[config.mk]
export PLATFORM = sky130hd
export DESIGN_NAME = fm_total_level_volume_shadow
export DESIGN_NICKNAME = d
export VERILOG_FILES = /design/src/sv/fmtl_pkg.sv /design/src/sv/fm_total_level_volume_shadow.sv /design/src/sv/fmtl_shadow.sv /design/src/sv/fmtl_alu.sv /design/src/sv/fmtl_seq.sv
export VERILOG_INCLUDE_DIRS = /design/src /design/src/sv
export SDC_FILE = /design/constraint.sdc
export NUM_CORES = 1
export LEC_CHECK = 0
export ABC_AREA = 1
export CAP_MARGIN = 20
export CORE_ASPECT_RATIO = 0.8
export CORE_MARGIN = 2
export CORE_UTILIZATION = 25
export CTS_CLUSTER_DIAMETER = 120
export CTS_CLUSTER_SIZE = 10
export DETAILED_ROUTE_END_ITERATION = 10
export DONT_BUFFER_PORTS = 1
export HOLD_SLACK_MARGIN = 0.02
export PLACE_DENSITY = 0.44
export SLEW_MARGIN = 20
export SYNTH_ARGS = -nofsm -noshare
export SYNTH_HDL_FRONTEND = slang
export SYNTH_SLANG_ARGS = --single-unit
[constraint.sdc]
create_clock -name clock -period 9.1 [get_ports clock]
set_input_delay 1.365 -clock clock [delete_from_list [all_inputs] [get_ports clock]]
set_output_delay 1.365 -clock clock [all_outputs]
set_load 0.05 [all_outputs]
[src/sv/fm_total_level_volume_shadow_defines.svh]
// ----------------------------------------------------------------------------
// fm total level volume shadow assertion macros
// shared property forms for the checks at the end of the top level
// ----------------------------------------------------------------------------
`ifndef FM_TOTAL_LEVEL_VOLUME_SHADOW_DEFINES_SVH
`define FM_TOTAL_LEVEL_VOLUME_SHADOW_DEFINES_SVH

// same-cycle implication
`define FMTL_ASSERT_NOW(label, clk, rst, ante, cons) \
   label: assert property (@(posedge clk) disable iff (rst) (ante) |-> (cons)) \
      else $error("fmtl check failed");

// next-cycle implication
`define FMTL_ASSERT_NEXT(label, clk, rst, ante, cons) \
   label: assert property (@(posedge clk) disable iff (rst) (ante) |=> (cons)) \
      else $error("fmtl check failed");

`endif

[src/sv/fmtl_pkg.sv]
// ----------------------------------------------------------------------------
// fmtl_pkg
// shared widths, op codes, sequencer struct and carrier mask table
// ----------------------------------------------------------------------------
package fmtl_pkg;

   localparam int OP_W    = 2;
   localparam int ADDR_W  = 9;
   localparam int DATA_W  = 8;
   localparam int CH_W    = 3;
   localparam int VOL_W   = 8;
   localparam int LEVEL_W = 7;
   localparam int ALG_W   = 3;
   localparam int SLOT_W  = 2;

   // op codes
   localparam logic [OP_W-1:0] OP_WRITE  = 2'd0;
   localparam logic [OP_W-1:0] OP_VOLUME = 2'd1;
   localparam logic [OP_W-1:0] OP_MUTE   = 2'd2;

   localparam logic [LEVEL_W-1:0]      LEVEL_RESET = 7'h7F;
   localparam logic signed [VOL_W-1:0] MUTE_VOL    = -8'sd127;

   // sequencer view handed to the top level
   typedef struct packed {
      logic                    busy;
      logic                    emit;
      logic                    last;
      logic [CH_W-1:0]         ch;
      logic [SLOT_W-1:0]       slot;
      logic signed [VOL_W-1:0] vol;
   } fmtl_seq_type;

   // carrier operators per algorithm, bit n is operator slot n
   function automatic logic [3:0] carrier_mask(input logic [ALG_W-1:0] alg);
      logic [3:0] m;
      case (alg)
         3'd4:    m = 4'hC;
         3'd5:    m = 4'hE;
         3'd6:    m = 4'hE;
         3'd7:    m = 4'hF;
         default: m = 4'h8;
      endcase
      return m;
   endfunction

endpackage

[src/sv/fm_total_level_volume_shadow.sv]
// ----------------------------------------------------------------------------
// fm_total_level_volume_shadow
// register bus front end with total level shadowing and volume rewrites
// ----------------------------------------------------------------------------
// Input words arrive on the req_ channel (valid/ready), output writes leave
// on the rsp_ channel (valid/ready) through a single output register.
// A register write word is forwarded as one output word, loaded into the
// output register on the accepting edge, and updates the level or algorithm
// shadow when its address hits those ranges.
// A set-volume word walks the operator slots of the channel up to its last
// carrier slot, one slot per cycle while no carrier slot waits, through the
// shared level unit, a carrier slot giving one output word. A mute word walks
// channels 0,4,1,5,2,6. The sequencer steps the slots; a carrier slot waits
// while the output register is full and the receiver stalls, then resumes.
// req_ready is high while no slot walk runs and the output register is free
// or being taken. The last output word of every input word has rsp_last set.
// Reset clears the handshake state and loads levels with 0x7F and
// algorithms with 0; an unused op code is taken and gives no output.
// ----------------------------------------------------------------------------
`include "fm_total_level_volume_shadow_defines.svh"

module fm_total_level_volume_shadow import fmtl_pkg::*; (
   input  logic                    clock,
   input  logic                    reset,
   input  logic                    req_valid,
   output logic                    req_ready,
   input  logic [OP_W-1:0]         req_op,
   input  logic [ADDR_W-1:0]       req_addr,
   input  logic [DATA_W-1:0]       req_data,
   input  logic [CH_W-1:0]         req_channel,
   input  logic signed [VOL_W-1:0] req_volume,
   input  logic                    req_mute,
   output logic                    rsp_valid,
   input  logic                    rsp_ready,
   output logic                    rsp_psg_port,
   output logic [ADDR_W-1:0]       rsp_out_addr,
   output logic [DATA_W-1:0]       rsp_out_data,
   output logic                    rsp_last
);

   fmtl_seq_type seq;

   logic                    accept;
   logic                    out_free;
   logic                    wr_word;
   logic                    seq_start;
   logic signed [VOL_W-1:0] start_vol;
   logic [LEVEL_W-1:0]      level;
   logic [ALG_W-1:0]        alg;
   logic [DATA_W-1:0]       new_level;
   logic                    emit_take;

   logic              rsp_valid_ff, rsp_valid_in;
   logic              psg_ff,       psg_in;
   logic [ADDR_W-1:0] addr_ff,      addr_in;
   logic [DATA_W-1:0] data_ff,      data_in;
   logic              last_ff,      last_in;

   // input handshake
   assign out_free  = !rsp_valid_ff || rsp_ready;
   assign req_ready = !seq.busy && out_free;
   assign accept    = req_valid && req_ready;
   assign wr_word   = accept && (req_op == OP_WRITE);
   assign seq_start = accept && ((req_op == OP_VOLUME) || (req_op == OP_MUTE));
   assign start_vol = (req_op == OP_VOLUME) ? req_volume :
                      (req_mute ? MUTE_VOL : '0);

   fmtl_shadow u_shadow (
      .clock    (clock),
      .reset    (reset),
      .wr_en    (wr_word),
      .wr_addr  (req_addr),
      .wr_data  (req_data),
      .rd_ch    (seq.ch),
      .rd_slot  (seq.slot),
      .rd_level (level),
      .rd_alg   (alg)
   );

   fmtl_seq u_seq (
      .clock       (clock),
      .reset       (reset),
      .start       (seq_start),
      .start_multi (req_op == OP_MUTE),
      .start_ch    ((req_op == OP_VOLUME) ? req_channel : '0),
      .start_vol   (start_vol),
      .mask        (carrier_mask(alg)),
      .advance     (out_free),
      .seq         (seq)
   );

   fmtl_alu u_alu (
      .level  (level),
      .vol    (seq.vol),
      .result (new_level)
   );

   // output register load
   assign emit_take = seq.emit && out_free;

   always_comb begin
      psg_in  = psg_ff;
      addr_in = addr_ff;
      data_in = data_ff;
      last_in = last_ff;
      if (wr_word) begin
         psg_in  = (req_addr[ADDR_W-1:4] == '0);
         addr_in = req_addr;
         data_in = req_data;
         last_in = 1'b1;
      end else if (emit_take) begin
         psg_in  = 1'b0;
         addr_in = {seq.ch[2], 4'h4, seq.slot, seq.ch[1:0]};
         data_in = new_level;
         last_in = seq.last;
      end
      if (wr_word || emit_take) begin
         rsp_valid_in = 1'b1;
      end else if (rsp_ready) begin
         rsp_valid_in = 1'b0;
      end else begin
         rsp_valid_in = rsp_valid_ff;
      end
   end

   always_ff @(posedge clock) begin
      if (reset) begin
         rsp_valid_ff <= 1'b0;
      end else begin
         rsp_valid_ff <= rsp_valid_in;
      end
      psg_ff  <= psg_in;
      addr_ff <= addr_in;
      data_ff <= data_in;
      last_ff <= last_in;
   end

   assign rsp_valid    = rsp_valid_ff;
   assign rsp_psg_port = psg_ff;
   assign rsp_out_addr = addr_ff;
   assign rsp_out_data = data_ff;
   assign rsp_last     = last_ff;

   // checks
   `FMTL_ASSERT_NEXT(a_walk_blocks_input, clock, reset, seq_start, !req_ready)
   `FMTL_ASSERT_NOW(a_psg_word_is_last, clock, reset, rsp_valid && rsp_psg_port, rsp_last)
   `FMTL_ASSERT_NOW(a_inner_word_is_level, clock, reset, rsp_valid && !rsp_last,
      (rsp_out_addr[7:4] == 4'h4) && !rsp_psg_port && (rsp_out_data[7] == 1'b0))

endmodule

[src/sv/fmtl_shadow.sv]
// ----------------------------------------------------------------------------
// fmtl_shadow
// total level and algorithm shadow registers with one write port
// ----------------------------------------------------------------------------
module fmtl_shadow import fmtl_pkg::*; (
   input  logic               clock,
   input  logic               reset,
   input  logic               wr_en,
   input  logic [ADDR_W-1:0]  wr_addr,
   input  logic [DATA_W-1:0]  wr_data,
   input  logic [CH_W-1:0]    rd_ch,
   input  logic [SLOT_W-1:0]  rd_slot,
   output logic [LEVEL_W-1:0] rd_level,
   output logic [ALG_W-1:0]   rd_alg
);

   logic [LEVEL_W-1:0] level_ff [32];
   logic [ALG_W-1:0]   alg_ff   [8];

   logic       level_hit;
   logic       alg_hit;
   logic [4:0] level_wr_idx;
   logic [2:0] alg_wr_idx;

   // address decode, bank from bit 8
   assign level_hit    = wr_en && (wr_addr[7:4] == 4'h4);
   assign alg_hit      = wr_en && (wr_addr[7:2] == 6'b101100);
   assign level_wr_idx = {wr_addr[8], wr_addr[3:0]};
   assign alg_wr_idx   = {wr_addr[8], wr_addr[1:0]};

   always_ff @(posedge clock) begin
      if (reset) begin
         for (int i = 0; i < 32; i++) level_ff[i] <= LEVEL_RESET;
         for (int i = 0; i < 8; i++) alg_ff[i] <= '0;
      end else begin
         if (level_hit) level_ff[level_wr_idx] <= wr_data[LEVEL_W-1:0];
         if (alg_hit) alg_ff[alg_wr_idx] <= wr_data[ALG_W-1:0];
      end
   end

   // operator slot = channel low bits + 4 * slot, bank from channel bit 2
   assign rd_level = level_ff[{rd_ch[2], rd_slot, rd_ch[1:0]}];
   assign rd_alg   = alg_ff[rd_ch];

endmodule

[src/sv/fmtl_alu.sv]
// ----------------------------------------------------------------------------
// fmtl_alu
// shared level unit: shadowed level minus volume, saturated to 0..127
// ----------------------------------------------------------------------------
module fmtl_alu import fmtl_pkg::*; (
   input  logic [LEVEL_W-1:0]       level,
   input  logic signed [VOL_W-1:0]  vol,
   output logic [DATA_W-1:0]        result
);

   logic signed [VOL_W+1:0] diff;

   // range -127..255 fits in ten signed bits
   assign diff = $signed({3'b000, level}) - $signed({{2{vol[VOL_W-1]}}, vol});

   always_comb begin
      if (diff < 0) begin
         result = '0;
      end else if (diff > 10'sd127) begin
         result = 8'h7F;
      end else begin
         result = {1'b0, diff[LEVEL_W-1:0]};
      end
   end

endmodule

[src/sv/fmtl_seq.sv]
// ----------------------------------------------------------------------------
// fmtl_seq
// sequencer walking operator slots of one channel or the mute channel list
// ----------------------------------------------------------------------------
module fmtl_seq import fmtl_pkg::*; (
   input  logic                    clock,
   input  logic                    reset,
   input  logic                    start,
   input  logic                    start_multi,
   input  logic [CH_W-1:0]         start_ch,
   input  logic signed [VOL_W-1:0] start_vol,
   input  logic [3:0]              mask,
   input  logic                    advance,
   output fmtl_seq_type            seq
);

   localparam logic ST_IDLE = 1'b0;
   localparam logic ST_RUN  = 1'b1;

   logic                    state_ff,  state_in;
   logic                    multi_ff,  multi_in;
   logic [2:0]              chidx_ff,  chidx_in;
   logic [CH_W-1:0]         ch_ff,     ch_in;
   logic [SLOT_W-1:0]       slot_ff,   slot_in;
   logic signed [VOL_W-1:0] vol_ff,    vol_in;

   logic       carrier;
   logic       end_ch;
   logic       final_ch;
   logic       step;
   logic [3:0] rest;
   logic [2:0] chidx_nx;

   // no carriers above this slot ends the channel
   assign rest     = mask >> ({2'b00, slot_ff} + 4'd1);
   assign carrier  = mask[slot_ff];
   assign end_ch   = (slot_ff == 2'd3) || (rest == 4'h0);
   assign final_ch = !multi_ff || (chidx_ff == 3'd5);
   assign step     = (state_ff == ST_RUN) && (!carrier || advance);
   assign chidx_nx = chidx_ff + 3'd1;

   always_comb begin
      state_in = state_ff;
      multi_in = multi_ff;
      chidx_in = chidx_ff;
      ch_in    = ch_ff;
      slot_in  = slot_ff;
      vol_in   = vol_ff;
      case (state_ff)
         ST_IDLE: begin
            if (start) begin
               state_in = ST_RUN;
               multi_in = start_multi;
               chidx_in = '0;
               ch_in    = start_ch;
               slot_in  = '0;
               vol_in   = start_vol;
            end
         end
         ST_RUN: begin
            if (step) begin
               if (!end_ch) begin
                  slot_in = slot_ff + 2'd1;
               end else if (final_ch) begin
                  state_in = ST_IDLE;
               end else begin
                  // mute order 0,4,1,5,2,6
                  chidx_in = chidx_nx;
                  ch_in    = {chidx_nx[0], chidx_nx[2:1]};
                  slot_in  = '0;
               end
            end
         end
         default: state_in = ST_IDLE;
      endcase
   end

   always_ff @(posedge clock) begin
      if (reset) begin
         state_ff <= ST_IDLE;
      end else begin
         state_ff <= state_in;
      end
      multi_ff <= multi_in;
      chidx_ff <= chidx_in;
      ch_ff    <= ch_in;
      slot_ff  <= slot_in;
      vol_ff   <= vol_in;
   end

   assign seq.busy = (state_ff == ST_RUN);
   assign seq.emit = (state_ff == ST_RUN) && carrier;
   assign seq.last = end_ch && final_ch;
   assign seq.ch   = ch_ff;
   assign seq.slot = slot_ff;
   assign seq.vol  = vol_ff;

endmodule
==> impl_summary.log <==
INFO  metric outcome = finished clean
INFO  metric layout_min_cycle_time = about 4.6 ns
INFO  metric end_kind = flip-flop
INFO  metric setup_viol = 0
INFO  metric timing.rr.start = u_seq.ch_ff[1]
INFO  metric final-instance-count-excl-fill = 2044
INFO  metric drt-wirelength-per-cell = between 20 and 25 um
INFO  metric grt_antenna_before_repair = 0
INFO  metric hold_path_startpoint = u_seq.state_ff
INFO  metric floorplan.die.width = about 270 um
INFO  metric totalWireLength = roughly 43000 um
INFO  metric worst-slew-pin-transition = around 1 ns
INFO  metric drt_iter0_markers = ~990
INFO  metric numClockSinks = 289
INFO  metric cts_setup_buffers = 0
INFO  metric postSynthNetCount = 1415
INFO  metric postCtsHoldBufs = 0
INFO  metric most_frequent_cells_in_the_layout = nand2_1 (352), edfxtp_1 (283), nor2_1 (175)
INFO  metric fin_nets = between 1k and 1.5k
INFO  metric firstDrtPassIters = 5
INFO  metric overall_via_count_from_detail_route = 9935
INFO  metric crit_chain = buf_4, inv_1, buf_4, o21ai_0, o22ai_1, o21ai_0, o211ai_1, o21ai_1, ha_1, inv_1, fa_1, nand3_1, nand2_1, a21oi_1, o21ai_0, nand2_1, o21ai_0, o21ai_1, nand2_1, nand2_1, nand2_1
INFO  metric avgSynthCellArea = ~10 um^2
INFO  metric reg2reg_depth = 21
INFO  metric ant_nets = 0
INFO  metric number_of_cells_on_the_worst_hold_path = 2
INFO  metric clock_insertion_delay_worst_skew = 0.52 ns
INFO  metric fp.dieH = about 210 um
INFO  metric slew_viol_final = 0
INFO  metric number_of_max_cap_violations = 0
INFO  metric post_synth_instance_area = 13670 um^2
INFO  metric detail_route.drc_violations = 0
INFO  metric rsz0062_at_grt = false
INFO  metric layout-drive-gt1-share = 0.07750
INFO  metric design.core.area = approximately 54000 um^2
INFO  metric global_route.usage.total = 0.1519
INFO  metric clock_tree.root_cell = clkbuf_16
INFO  metric final_common_cell = nand2_1
INFO  metric number_of_synthesized_register_bits = 289
INFO  metric timing.setup.tns = 0 ns
INFO  metric cp_max_fo = around 60
INFO  metric report.final.hold_viol_count = 0
INFO  metric grt_start_max_net_pins = 77
INFO  metric cts-htree-levels = 2
INFO  metric critical_path.max_stage_delay = around 0.56 ns
INFO  metric sequential_element_share_of_the_synthesized_area = 0.6304
INFO  metric grt_pass1_vias = 9661
INFO  metric max-vdd-ir-drop = around 0.1 mV
INFO  metric ys_types = 38
INFO  metric dp_slack = around 4.5 ns
INFO  metric fillCellCount = 5599
INFO  metric grt_overflow_total = 0
INFO  metric drt-vias-per-instance = about 4.9
INFO  metric timing.critical_path.mode_cell = nand2_1
INFO  metric worst-r2r-setup-slack = between 4 and 5 ns
INFO  metric die_footprint = between 50000 and 60000 um^2
INFO  metric cts_inserted_buffers = 34
INFO  metric setup.worst_path.class = reg2reg
INFO  metric slew_headroom = 0.3122
INFO  metric layout_overhead_on_the_synthesized_area = 11.47%
INFO  metric hold_path_class = reg2reg
INFO  metric clk_pin_slew_worst_paths = 0.06 ns
INFO  metric postLayoutSetupSlackWorst = 4.533 ns
INFO  metric fin_worst_skew = approximately 0.014 ns
INFO  metric rows = 76
INFO  metric critical_path_depth = 21
INFO  metric cts.repair.resized = 0
INFO  metric fmax = 0.2190 GHz
INFO  metric worst-endpoint-arrival = 4.85 ns
INFO  metric asyncSetResetFlopFracSynth = 0
INFO  metric post_synth_inst_count = ~1.4k
INFO  metric power_per_cell_area = roughly 210 nW/um^2
INFO  metric cp.required = around 9.4 ns
INFO  metric placedCellCount = 1999
INFO  metric timing.rr.end = rsp_out_data[1]
INFO  metric grt_pass1_wl = approximately 64000 um
INFO  metric io_buffers = 0
INFO  metric crit_path_top_delay_cell = inv_1
INFO  metric start_util = 0.2536
INFO  metric cts_buffer_depth = 3
INFO  metric critPathBufInv = 4
INFO  metric report.power.total = between 3 and 4 mW
INFO  metric routabilityCongestion = a little over 0.8
INFO  metric dp_hpwl = between 20000 and 30000 um
INFO  metric ys_warn_count = 0
INFO  metric whs_endpoint = u_seq.state_ff
INFO  metric clock_tree_from_tritoncts = built
INFO  metric cp_top_family = buffers and inverters
INFO  metric hold-worst-slack = between 0.5 and 0.6 ns
INFO  metric synth_edf_count = between 200 and 300
INFO  metric power.leakage = about 4.4 nW
INFO  metric min_period_over_period = 0.5018
INFO  metric yosys_most_used_dff = edfxtp_1
INFO  metric n_antenna_cell = 0
INFO  metric critical_path.startpoint_type = flip-flop
INFO  metric top_level_ports = 56
[worst max path at each step]
stage / start / slack [ns] / endpoint
2_1_floorplan: rsp_ready / 5.71 / u_shadow.level_ff[31][0]
3_3_place_gp: u_seq.ch_ff[0] / 4.61 / rsp_out_data[5]
3_5_place_dp: u_seq.ch_ff[1] / 4.55 / rsp_out_data[1]
4_1_cts: u_seq.ch_ff[1] / 4.54 / rsp_out_data[1]
5_1_grt: u_seq.ch_ff[1] / 4.03 / rsp_out_data[1]
6_report: u_seq.ch_ff[1] / 4.53 / rsp_out_data[1]
[synth_stat cells (all sizes together), types with 5 or more instances]
cell,count,area share
nand2,354,0.098
edfxtp,283,0.62
nor2,209,0.069
o21ai,182,0.067
inv,95,0.026
clkbuf,55,0.015
nand3,41,0.017
o221ai,28,0.018
o22ai,28,0.013
buf,26,0.012
ha,15,0.014
a21oi,8,0.0029
nor3,8,0.0033
o211ai,7,0.0038
dfxtp,6,0.0088
nand4,5,0.0027
[registers in the layout, indices dropped and copies added, names as in the netlist, 2 cells and up, named ones only]
signal and count:
rsp_out_data 8, u_seq.ch_ff 3, u_shadow.alg_ff 24, rsp_out_addr 9
u_seq.slot_ff 2, u_seq.chidx_ff 3, u_seq.vol_ff 8, u_shadow.level_ff 224
[logic make-up (layout without fill, tap and decap cells)]
| group | after synthesis | after routing | synth area share |
|---|---|---|---|
| AOI/OAI and AO/OA | 258 | 258 | 0.1071 |
| xor gates and xnor gates | 5 | 5 | 0.003204 |
| adders and majority gates | 16 | 16 | 0.01519 |
| buffers and inverters | 177 | 155 | 0.05363 |
| DFF | 289 | 289 | 0.6304 |
| and+or+nand+nor | 619 | 619 | 0.1905 |
[report_power, final]
group          internal, mW  switching [mW]  total (mW)
clock                 0.725           0.539        1.26
combinational         0.106           0.316       0.422
sequential             1.50          0.0658        1.56
total                  2.33           0.921        3.25
[metrics by stage]
stage | utilization | cell area (um^2)
floorplan | - | 13670
global placement | 0.2649 | 14280
detailed placement | 0.2649 | 14280
CTS | 0.2826 | 15240
global route | 0.2826 | 15240
finish | 0.2826 | 15240
[tightest hold or removal path, stage by stage (launching register included)]
cell and delay [ns]:
dfxtp_1 0.37, nand2_1 0.09, a31oi_1 0.07
[metal layers]
layer	vias to the layer above	part of all wire	global-route usage
li1	4596	-	-
met5	-	0	0
met1	4920	0.51	0.2343
met2	360	0.41	0.2164
met3	59	0.070	0.03056
met4	0	0.017	0.03195
[layout make-up]
class,instances,area [um^2],share of cell area
flip-flops and latches,289,8618,0.5656
well taps,702,878.3,0.05764
multi-input cells,898,4319,0.2834
repair buffers,14,105.1,0.006897
inverters,96,361.6,0.02373
clock buffers,45,955.9,0.06273
Power figures use the tool's default switching activity.
